`config.mk`:
```
export PLATFORM = sky130hd
export DESIGN_NAME = sbr_ctrl
export DESIGN_NICKNAME = d
export VERILOG_FILES = /design/src/rtl/assert_macros.svh /design/src/rtl/sbr_pkg.sv /design/src/rtl/sbr_ctrl.sv
export SDC_FILE = /design/constraint.sdc
export NUM_CORES = 1
export LEC_CHECK = 0
export BUFFER_PORTS_ARGS = -buffer_cell sky130_fd_sc_hd__buf_4
export CAP_MARGIN = 0
export CORE_MARGIN = 5
export CORE_UTILIZATION = 45
export CTS_CLUSTER_DIAMETER = 30
export DETAILED_ROUTE_END_ITERATION = 8
export GPL_ROUTABILITY_DRIVEN = 0
export GPL_TIMING_DRIVEN = 0
export PLACE_DENSITY_LB_ADDON = 0.1
export SETUP_SLACK_MARGIN = 0.3
export SYNTH_ARGS = -nofsm -noshare
export SYNTH_HDL_FRONTEND = slang
export SYNTH_SLANG_ARGS = --single-unit
```
`constraint.sdc`:
```
create_clock -name clk -period 2 [get_ports clk]
set_clock_uncertainty 0.15 [all_clocks]
set_input_delay 0.2 -clock clk [delete_from_list [all_inputs] [get_ports clk]]
set_output_delay 0.2 -clock clk [all_outputs]
set_load 0.01 [all_outputs]
```
`src/rtl/assert_macros.svh`:
```
// Assertion macros shared by the RTL.
// Active unless SYNTH is defined; empty bodies for synthesis.
`ifndef ASSERT_MACROS_SVH
`define ASSERT_MACROS_SVH
`ifndef SYNTH
`define ASSERT_IMPLIES(label, clk, rst_n, ante, cons) \
    label: assert property (@(posedge clk) disable iff (!rst_n) (ante) |-> (cons)) \
        else $error("assertion failed: label");
`define ASSERT_NEXT(label, clk, rst_n, ante, cons) \
    label: assert property (@(posedge clk) disable iff (!rst_n) (ante) |=> (cons)) \
        else $error("assertion failed: label");
`else
`define ASSERT_IMPLIES(label, clk, rst_n, ante, cons)
`define ASSERT_NEXT(label, clk, rst_n, ante, cons)
`endif
`endif

```
`src/rtl/sbr_pkg.sv`:
```
// Shared types, constants and command codes of the spectrum bin resampler.
// No dependencies.
package sbr_pkg;

    localparam int MAX_POINTS_DEF = 64;
    localparam int BINS_DEF       = 32;

    localparam int WL_W      = 16;
    localparam int VAL_W     = 32;
    localparam int BIN_W     = 6;
    localparam int STAT_W    = 2;
    localparam int CFG_IDX_W = 1;
    localparam int CFG_W     = 16;
    localparam int ACC_W     = 64;
    localparam int MAW       = 36;
    localparam int DV_W      = 33;

    localparam logic [WL_W-1:0] LOW_RESET  = 16'd5760;
    localparam logic [WL_W-1:0] HIGH_RESET = 16'd13280;

    localparam logic [CFG_IDX_W-1:0] CFG_LOW  = 1'b0;
    localparam logic [CFG_IDX_W-1:0] CFG_HIGH = 1'b1;

    localparam logic [STAT_W-1:0] STAT_OK    = 2'd0;
    localparam logic [STAT_W-1:0] STAT_DROP  = 2'd1;
    localparam logic [STAT_W-1:0] STAT_RANGE = 2'd2;

    localparam logic [VAL_W-1:0] VAL_MAX = 32'h7FFF_FFFF;
    localparam logic [VAL_W-1:0] VAL_MIN = 32'h8000_0000;

    // read address select
    localparam logic [1:0] RD_ZERO  = 2'd0;
    localparam logic [1:0] RD_LAST  = 2'd1;
    localparam logic [1:0] RD_POSM2 = 2'd2;
    localparam logic [1:0] RD_SEG   = 2'd3;

    // write select
    localparam logic [1:0] WR_NONE  = 2'd0;
    localparam logic [1:0] WR_SHIFT = 2'd1;
    localparam logic [1:0] WR_NEW   = 2'd2;

    // multiplier operand select
    localparam logic [1:0] MUL_DV_X = 2'd0;
    localparam logic [1:0] MUL_END0 = 2'd1;
    localparam logic [1:0] MUL_END1 = 2'd2;
    localparam logic [1:0] MUL_G    = 2'd3;

    // divider operand select
    localparam logic DIV_SEG = 1'b0;
    localparam logic DIV_BIN = 1'b1;

    // bin result select
    localparam logic [1:0] RES_ZERO  = 2'd0;
    localparam logic [1:0] RES_FIRST = 2'd1;
    localparam logic [1:0] RES_LAST  = 2'd2;
    localparam logic [1:0] RES_DIV   = 2'd3;

    typedef struct packed {
        logic [WL_W-1:0]         point_wavelength;
        logic signed [VAL_W-1:0] point_value;
        logic                    last_point;
    } in_item_t;

    typedef struct packed {
        logic signed [VAL_W-1:0] bin_value;
        logic [BIN_W-1:0]        bin_number;
        logic                    last_bin;
        logic [STAT_W-1:0]       status;
    } out_item_t;

    typedef struct packed {
        logic       in_load;
        logic [1:0] rd_sel;
        logic [1:0] wr_sel;
        logic       pos_init;
        logic       pos_dec;
        logic       cnt_inc;
        logic       ovf_set;
        logic       run_clear;
        logic       cap_first;
        logic       cap_last;
        logic       bin_init;
        logic       bin_next;
        logic       prev_cap;
        logic       seg_latch;
        logic       j_init;
        logic       j_inc;
        logic       mul_en;
        logic [1:0] mul_sel;
        logic       acc_clr;
        logic       acc_add;
        logic       div_start;
        logic       div_sel;
        logic       res_load;
        logic [1:0] res_sel;
        logic       out_load;
    } cmd_t;

    typedef struct packed {
        logic full;
        logic cnt_zero;
        logic last_in;
        logic shift_more;
        logic pos_one;
        logic range_bad;
        logic below;
        logic above;
        logic single;
        logic seg_skip;
        logic j_last;
        logic div_done;
        logic div_busy;
        logic out_free;
        logic bin_last;
    } sts_t;

endpackage

```
`src/rtl/sbr_ctrl.sv`:
```
// Controller: sequences sorted insertion and the per-bin integration.
// Depends on sbr_pkg.
module sbr_ctrl (
    input  logic          clk,
    input  logic          rst_n,
    input  logic          in_valid,
    output logic          in_stall,
    output sbr_pkg::cmd_t cmd,
    input  sbr_pkg::sts_t sts
);

    localparam logic [4:0] S_IDLE    = 5'd0;
    localparam logic [4:0] S_INS     = 5'd1;
    localparam logic [4:0] S_INS_CMP = 5'd2;
    localparam logic [4:0] S_INS_WR  = 5'd3;
    localparam logic [4:0] S_R0      = 5'd4;
    localparam logic [4:0] S_R1      = 5'd5;
    localparam logic [4:0] S_R2      = 5'd6;
    localparam logic [4:0] S_BIN     = 5'd7;
    localparam logic [4:0] S_E0      = 5'd8;
    localparam logic [4:0] S_E1      = 5'd9;
    localparam logic [4:0] S_SP0     = 5'd10;
    localparam logic [4:0] S_SRD     = 5'd11;
    localparam logic [4:0] S_SCHK    = 5'd12;
    localparam logic [4:0] S_SM1     = 5'd13;
    localparam logic [4:0] S_SDV     = 5'd14;
    localparam logic [4:0] S_SDW     = 5'd15;
    localparam logic [4:0] S_SAC     = 5'd16;
    localparam logic [4:0] S_FIN     = 5'd17;
    localparam logic [4:0] S_FW      = 5'd18;
    localparam logic [4:0] S_OUT     = 5'd19;

    logic [4:0] state_reg, state_next;
    logic [4:0] after_ins;

    assign after_ins = sts.last_in ? S_R0 : S_IDLE;

    always_comb
    begin
        cmd        = '0;
        state_next = state_reg;
        unique case (state_reg)
            S_IDLE:
            begin
                if (in_valid)
                begin
                    cmd.in_load = 1'b1;
                    state_next  = S_INS;
                end
            end
            S_INS:
            begin
                if (sts.full)
                begin
                    cmd.ovf_set = 1'b1;
                    state_next  = after_ins;
                end
                else
                begin
                    cmd.pos_init = 1'b1;
                    if (sts.cnt_zero)
                    begin
                        state_next = S_INS_WR;
                    end
                    else
                    begin
                        cmd.rd_sel = sbr_pkg::RD_LAST;
                        state_next = S_INS_CMP;
                    end
                end
            end
            S_INS_CMP:
            begin
                if (sts.shift_more)
                begin
                    cmd.wr_sel  = sbr_pkg::WR_SHIFT;
                    cmd.pos_dec = 1'b1;
                    if (sts.pos_one)
                    begin
                        state_next = S_INS_WR;
                    end
                    else
                    begin
                        cmd.rd_sel = sbr_pkg::RD_POSM2;
                    end
                end
                else
                begin
                    cmd.wr_sel  = sbr_pkg::WR_NEW;
                    cmd.cnt_inc = 1'b1;
                    state_next  = after_ins;
                end
            end
            S_INS_WR:
            begin
                cmd.wr_sel  = sbr_pkg::WR_NEW;
                cmd.cnt_inc = 1'b1;
                state_next  = after_ins;
            end
            S_R0:
            begin
                cmd.rd_sel = sbr_pkg::RD_ZERO;
                state_next = S_R1;
            end
            S_R1:
            begin
                cmd.rd_sel    = sbr_pkg::RD_LAST;
                cmd.cap_first = 1'b1;
                state_next    = S_R2;
            end
            S_R2:
            begin
                cmd.cap_last = 1'b1;
                cmd.bin_init = 1'b1;
                state_next   = S_BIN;
            end
            S_BIN:
            begin
                priority if (sts.range_bad)
                begin
                    cmd.res_load = 1'b1;
                    cmd.res_sel  = sbr_pkg::RES_ZERO;
                    state_next   = S_OUT;
                end
                else if (sts.below)
                begin
                    cmd.res_load = 1'b1;
                    cmd.res_sel  = sbr_pkg::RES_FIRST;
                    state_next   = S_OUT;
                end
                else if (sts.above)
                begin
                    cmd.res_load = 1'b1;
                    cmd.res_sel  = sbr_pkg::RES_LAST;
                    state_next   = S_OUT;
                end
                else if (sts.single)
                begin
                    cmd.res_load = 1'b1;
                    cmd.res_sel  = sbr_pkg::RES_FIRST;
                    state_next   = S_OUT;
                end
                else
                begin
                    cmd.acc_clr = 1'b1;
                    cmd.mul_en  = 1'b1;
                    cmd.mul_sel = sbr_pkg::MUL_END0;
                    state_next  = S_E0;
                end
            end
            S_E0:
            begin
                cmd.acc_add = 1'b1;
                cmd.mul_en  = 1'b1;
                cmd.mul_sel = sbr_pkg::MUL_END1;
                state_next  = S_E1;
            end
            S_E1:
            begin
                cmd.acc_add = 1'b1;
                cmd.rd_sel  = sbr_pkg::RD_ZERO;
                state_next  = S_SP0;
            end
            S_SP0:
            begin
                cmd.prev_cap = 1'b1;
                cmd.j_init   = 1'b1;
                state_next   = S_SRD;
            end
            S_SRD:
            begin
                cmd.rd_sel = sbr_pkg::RD_SEG;
                state_next = S_SCHK;
            end
            S_SCHK:
            begin
                if (sts.seg_skip)
                begin
                    cmd.prev_cap = 1'b1;
                    if (sts.j_last)
                    begin
                        state_next = S_FIN;
                    end
                    else
                    begin
                        cmd.j_inc  = 1'b1;
                        state_next = S_SRD;
                    end
                end
                else
                begin
                    cmd.seg_latch = 1'b1;
                    state_next    = S_SM1;
                end
            end
            S_SM1:
            begin
                cmd.mul_en  = 1'b1;
                cmd.mul_sel = sbr_pkg::MUL_DV_X;
                state_next  = S_SDV;
            end
            S_SDV:
            begin
                cmd.div_start = 1'b1;
                cmd.div_sel   = sbr_pkg::DIV_SEG;
                state_next    = S_SDW;
            end
            S_SDW:
            begin
                if (sts.div_done)
                begin
                    cmd.mul_en  = 1'b1;
                    cmd.mul_sel = sbr_pkg::MUL_G;
                    state_next  = S_SAC;
                end
            end
            S_SAC:
            begin
                cmd.acc_add = 1'b1;
                if (sts.j_last)
                begin
                    state_next = S_FIN;
                end
                else
                begin
                    cmd.j_inc  = 1'b1;
                    state_next = S_SRD;
                end
            end
            S_FIN:
            begin
                cmd.div_start = 1'b1;
                cmd.div_sel   = sbr_pkg::DIV_BIN;
                state_next    = S_FW;
            end
            S_FW:
            begin
                cmd.div_sel = sbr_pkg::DIV_BIN;
                if (sts.div_done)
                begin
                    cmd.res_load = 1'b1;
                    cmd.res_sel  = sbr_pkg::RES_DIV;
                    state_next   = S_OUT;
                end
            end
            S_OUT:
            begin
                if (sts.out_free)
                begin
                    cmd.out_load = 1'b1;
                    if (sts.bin_last)
                    begin
                        cmd.run_clear = 1'b1;
                        state_next    = S_IDLE;
                    end
                    else
                    begin
                        cmd.bin_next = 1'b1;
                        state_next   = S_BIN;
                    end
                end
            end
            default:
            begin
                state_next = S_IDLE;
            end
        endcase
    end

    always_ff @(posedge clk or negedge rst_n)
    begin
        if (!rst_n)
        begin
            state_reg <= S_IDLE;
        end
        else
        begin
            state_reg <= state_next;
        end
    end

    assign in_stall = state_reg != S_IDLE;

endmodule

```
==> results.txt, run 1 <==
Status = aborted with a tool error
Last stage = 5_1_grt
Error = [ERROR DPL-0038] Utilization greater than 100%, impossible to legalize
Starting Density = 48.0%
Post-synth cell types = 48
Synth Warn # = 0
Average instance area after synthesis = 7.26 sq um
Post-synth EDFFs = 0
Synthesized area = 951 sq um
Die Y = 56.0 um
Die W = 56.0 um
Root Buffer = clkbuf_4
Clock tree buffer depth = 2
Cts bufs inserted = 3
GRT repair_timing worst endpoint = cmd[3]
Hpwl dp = 2510 um
Worst endpoint type = primary output
Seq/Total Area, Yosys = 13.2%
Post-Syn Nets = 149
Largest net degree at the start of global routing = 11
Flops & latches, synth = 5
Synth async-reset ratio = 100%
Synth Flop Type = dfrtp_1
# port buffers = 46
Clock H-tree levels = 1
Clock sinks = 5
Post-Synthesis Cells = 131
Top Ports = 48
Row cnt = 16
## cells by family after synthesis
group | after synthesis | synth area share, %
multiplexers | 3 | 3.16
flip-flops | 5 | 13.2
AO/OA/AOI/OAI | 36 | 26.3
buffers and inverters | 17 | 10.4
AND/OR/NAND/NOR | 70 | 47.0
## cells in the mapped netlist, types with 3 or more instances
| master | count | share of area (%) |
|---|---|---|
| nor3_1 | 11 | 5.8 |
| buf_4 | 8 | 6.3 |
| o21ai_0 | 5 | 2.6 |
| and3_1 | 3 | 2.0 |
| a21oi_1 | 11 | 5.8 |
| nand2b_1 | 5 | 3.3 |
| nor4_1 | 4 | 2.6 |
| nand2_1 | 7 | 2.8 |
| buf_2 | 4 | 2.1 |
| dfrtp_1 | 5 | 13 |
| nor2_1 | 12 | 4.7 |
| nor2b_1 | 3 | 2.0 |
| inv_1 | 5 | 2.0 |
| a41o_1 | 3 | 3.2 |
| mux2i_1 | 3 | 3.2 |
## metrics by stage
step	std cells	setup slack [ns]	TNS (ns)	cell area (sq um)
floorplan	131	0.311	0	966
global placement	204	0.136	0	1350
detailed placement	204	0.104	0	1350
CTS	220	-0.0476	-0.138	1660
## timing repair
action | 4_1_cts
buffers inserted | 11
endpoints found under the hold margin | 5
hold buffers | 1
pin swaps | 11
setup endpoints to repair | 33
gates resized for setup | 47
==> inputs of run 2 (changes only) <==
--- a/config.mk
+++ b/config.mk
@@ -7,14 +7,12 @@
 export LEC_CHECK = 0
 export BUFFER_PORTS_ARGS = -buffer_cell sky130_fd_sc_hd__buf_4
 export CAP_MARGIN = 0
-export CORE_MARGIN = 5
-export CORE_UTILIZATION = 45
-export CTS_CLUSTER_DIAMETER = 30
+export CORE_AREA = 5 5 66 68
 export DETAILED_ROUTE_END_ITERATION = 8
+export DIE_AREA = 0 0 71 73
 export GPL_ROUTABILITY_DRIVEN = 0
 export GPL_TIMING_DRIVEN = 0
-export PLACE_DENSITY_LB_ADDON = 0.1
-export SETUP_SLACK_MARGIN = 0.3
+export PLACE_DENSITY_LB_ADDON = 0.15
 export SYNTH_ARGS = -nofsm -noshare
 export SYNTH_HDL_FRONTEND = slang
 export SYNTH_SLANG_ARGS = --single-unit
==> results.txt, run 2 <==
Status = complete, but fails checks
Failing checks = negative setup slack
DR vias = 1,237
Final WS setup = -0.0122 ns
Global-route wire length before repair = 6060 um
Clock H-tree levels = 1
Worst slew pin tran = 0.484 ns
Synth Flop Type = dfrtp_1
Commonest non-fill, non-tap cells in the layout = 64 x buf_4, 12 x nor2_1, 11 x nor3_1, 11 x a21oi_1
Wire per inst = 14.7 um
Met2 Usage GRT = 24.9%
# setup viols final = 2
Die W = 71 um
Reg-to-reg slack, setup = 0.04 ns
Combinational family with the most area after synthesis = simple AND/OR/NAND/NOR gates
Critical path arrival = 1.66 ns
Clock tree buffer depth = 2
Most frequent cells after synthesis = 12 x nor2_1, 11 x a21oi_1, 11 x nor3_1
Gr busiest metal = met2
Synth Area in Compound Gates = 26.3%
Root Buffer = clkbuf_8
Crit-path max FO = 5
Most common cell after layout, fill and taps aside = buf_4
Synthesized area = 951 sq um
Vias in the first global route = 1,211
# port buffers = 46
Met3 GRT Util = 3.03%
Worst setup EP type = primary output
Final antenna-violating net count = 0
Cts bufs inserted = 3
Dpl ws = -0.00309 ns
GRT met1 Usage = 18.0%
Total gr overflow = 0
Final net count = 216
Clock sinks = 5
Unrepaired setup endpoints after global routing = true
Most numerous cell in the Yosys netlist = nor2_1
Post-Syn Nets = 149
Peak VDD IR = 0.000322 V
CP dominant cell by count = buf_4
Reg-to-reg endpoint = state_reg[4]
Largest net degree at the start of global routing = 11
Area contributors post-synth = dfrtp_1 13%, buf_4 6.3%, a21oi_1 5.8%
Top Ports = 48
HP Class = input port to async pin
1st-pass router iterations = 4
Worst rel slew slack = 67.5%
Core Footprint = 3800 sq um
Share of cells above drive strength 1 = 52.8%
DP Area = 1360 sq um
Layout area overhead = 70.9%
Area leader, netlist = dfrtp_1
Worst-path cell chain = buf_4 -> or3b_1 -> a21oi_1 -> buf_4
Average instance area after synthesis = 7.26 sq um
XOR/XNOR share of the synthesized area = 0%
Post-synth cell types = 48
Post-synth EDFFs = 0
Final instance area = 1630 sq um
Post-Synthesis Cells = 131
Seq/Total Area, Yosys = 13.2%
Mux share of post-synthesis cell area = 3.16%
Max-Cap Viols = 0
DIE AREA = 5180 sq um
Max reg flops = 5
Die Y = 73 um
Synth Warn # = 0
Crit path from = state_reg[3]
Slowest stage delay, CP = 0.47 ns
Starting Density = 25.0%
Starting DRT DRC Count = 31
Worst EP required = 1.65 ns
Worst setup path endpoint = cmd[4]
Post-Synth Simple-Gate Area = 47.0%
Clock-pin slew on the worst setup and hold paths = 0.03 ns
Setup CP Type = flop to primary output
Hpwl dp = 2840 um
All-Layer GR Usage = 14.2%
Final core occ = 42.8%
Row cnt = 23
Clock Latency Late Sink = 0.22 ns
Reg2reg path depth = 6
Final Hold Violating Endpoints = 0
Tcrit/Tclk final = 101%
Max Freq = 497 MHz
Flops & latches, synth = 5
Slowest cell on the critical path = or3b_1
# DRC = 0
Area fraction of the dominant cell type after synthesis = 13.2%
Post-Route WL = 3640 um
Synth Area in Adders = 0%
Pwr Density = 1200 nW/um^2
Initial antenna violation count = 0
Final Hold Slack = 0.167 ns
Final slew viol count = 0
Fill count = 414
CTS tree = yes
Period minus WS final = 2.01 ns
CP startpoint kind = flop
Synth async-reset ratio = 100%
R2R Path Start = state_reg[3]
Diodes inserted = 0
P_leak = 0.759 nW
DR vias/cell = 5.01
TNS Setup = -0.0232 ns
[run 2: cell counts after synthesis]
Identical to the previous run, type by type.
[run 2: cells by family (layout without fill, tap and decap cells)]
group | count (synthesis) | after routing
buffers and inverters | 17 | 83
flip-flops | 5 | 5
AND/OR/NAND/NOR | 70 | 70
AO/OA/AOI/OAI | 36 | 36
multiplexers | 3 | 3
[run 2: repair_timing]
action | in CTS | in global routing
hold buffers | 1 | 0
gates resized for setup | 14 | 14
setup buffers | 8 | 7
endpoints found under the hold margin | 5 | 0
setup endpoints to repair | 6 | 17
pin swaps | 2 | 4
[run 2: final cells by class]
cell class | instances | area (sq um) | area share [%]
Buffer | 12 | 104 | 6.39
Multi-Input combinational cell | 109 | 791 | 48.7
Sequential cell | 5 | 129 | 7.93
Inverter | 5 | 22.5 | 1.39
Tap cell | 50 | 62.6 | 3.85
Timing Repair Buffer | 62 | 472 | 29.0
Clock buffer | 4 | 45.0 | 2.77
[run 2: critical path, delay by kind of cell, from the launching register on]
family / cells / cell delay, ns
flip-flops: 1 / 0.41
buffers and inverters: 2 / 0.33
AO/OA/AOI/OAI: 1 / 0.24
AND/OR/NAND/NOR: 1 / 0.47
[run 2: worst min path at each step]
stage,to,from
after floorplan,state_reg[0],rst_n
after global placement,state_reg[1],rst_n
after detailed placement,state_reg[4],rst_n
after CTS,state_reg[4],rst_n
after global routing,state_reg[4],rst_n
final,state_reg[4],rst_n
[run 2: metrics by stage]
stage	std cells	total power, mW
finish	247	1.95
global route	247	2.12
CTS	240	1.84
detailed placement	227	1.51
global placement	227	1.51
floorplan	131	1.08
[run 2: routing by layer]
metal | wire [um] | up-vias | share of wire [%]
met4 | 17 | 0 | 0.47
met1 | 1640 | 566 | 45
met3 | 227 | 2 | 6.2
met5 | 0 | - | 0
li1 | - | 629 | -
met2 | 1760 | 40 | 48
[run 2: report_power, final]
part | internal (mW) | switching, mW
clock network | 0.136 | 0.0446
registers | 0.152 | 0.0655
logic | 0.741 | 0.814
Note: power is estimated with default switching activity, not from simulation.
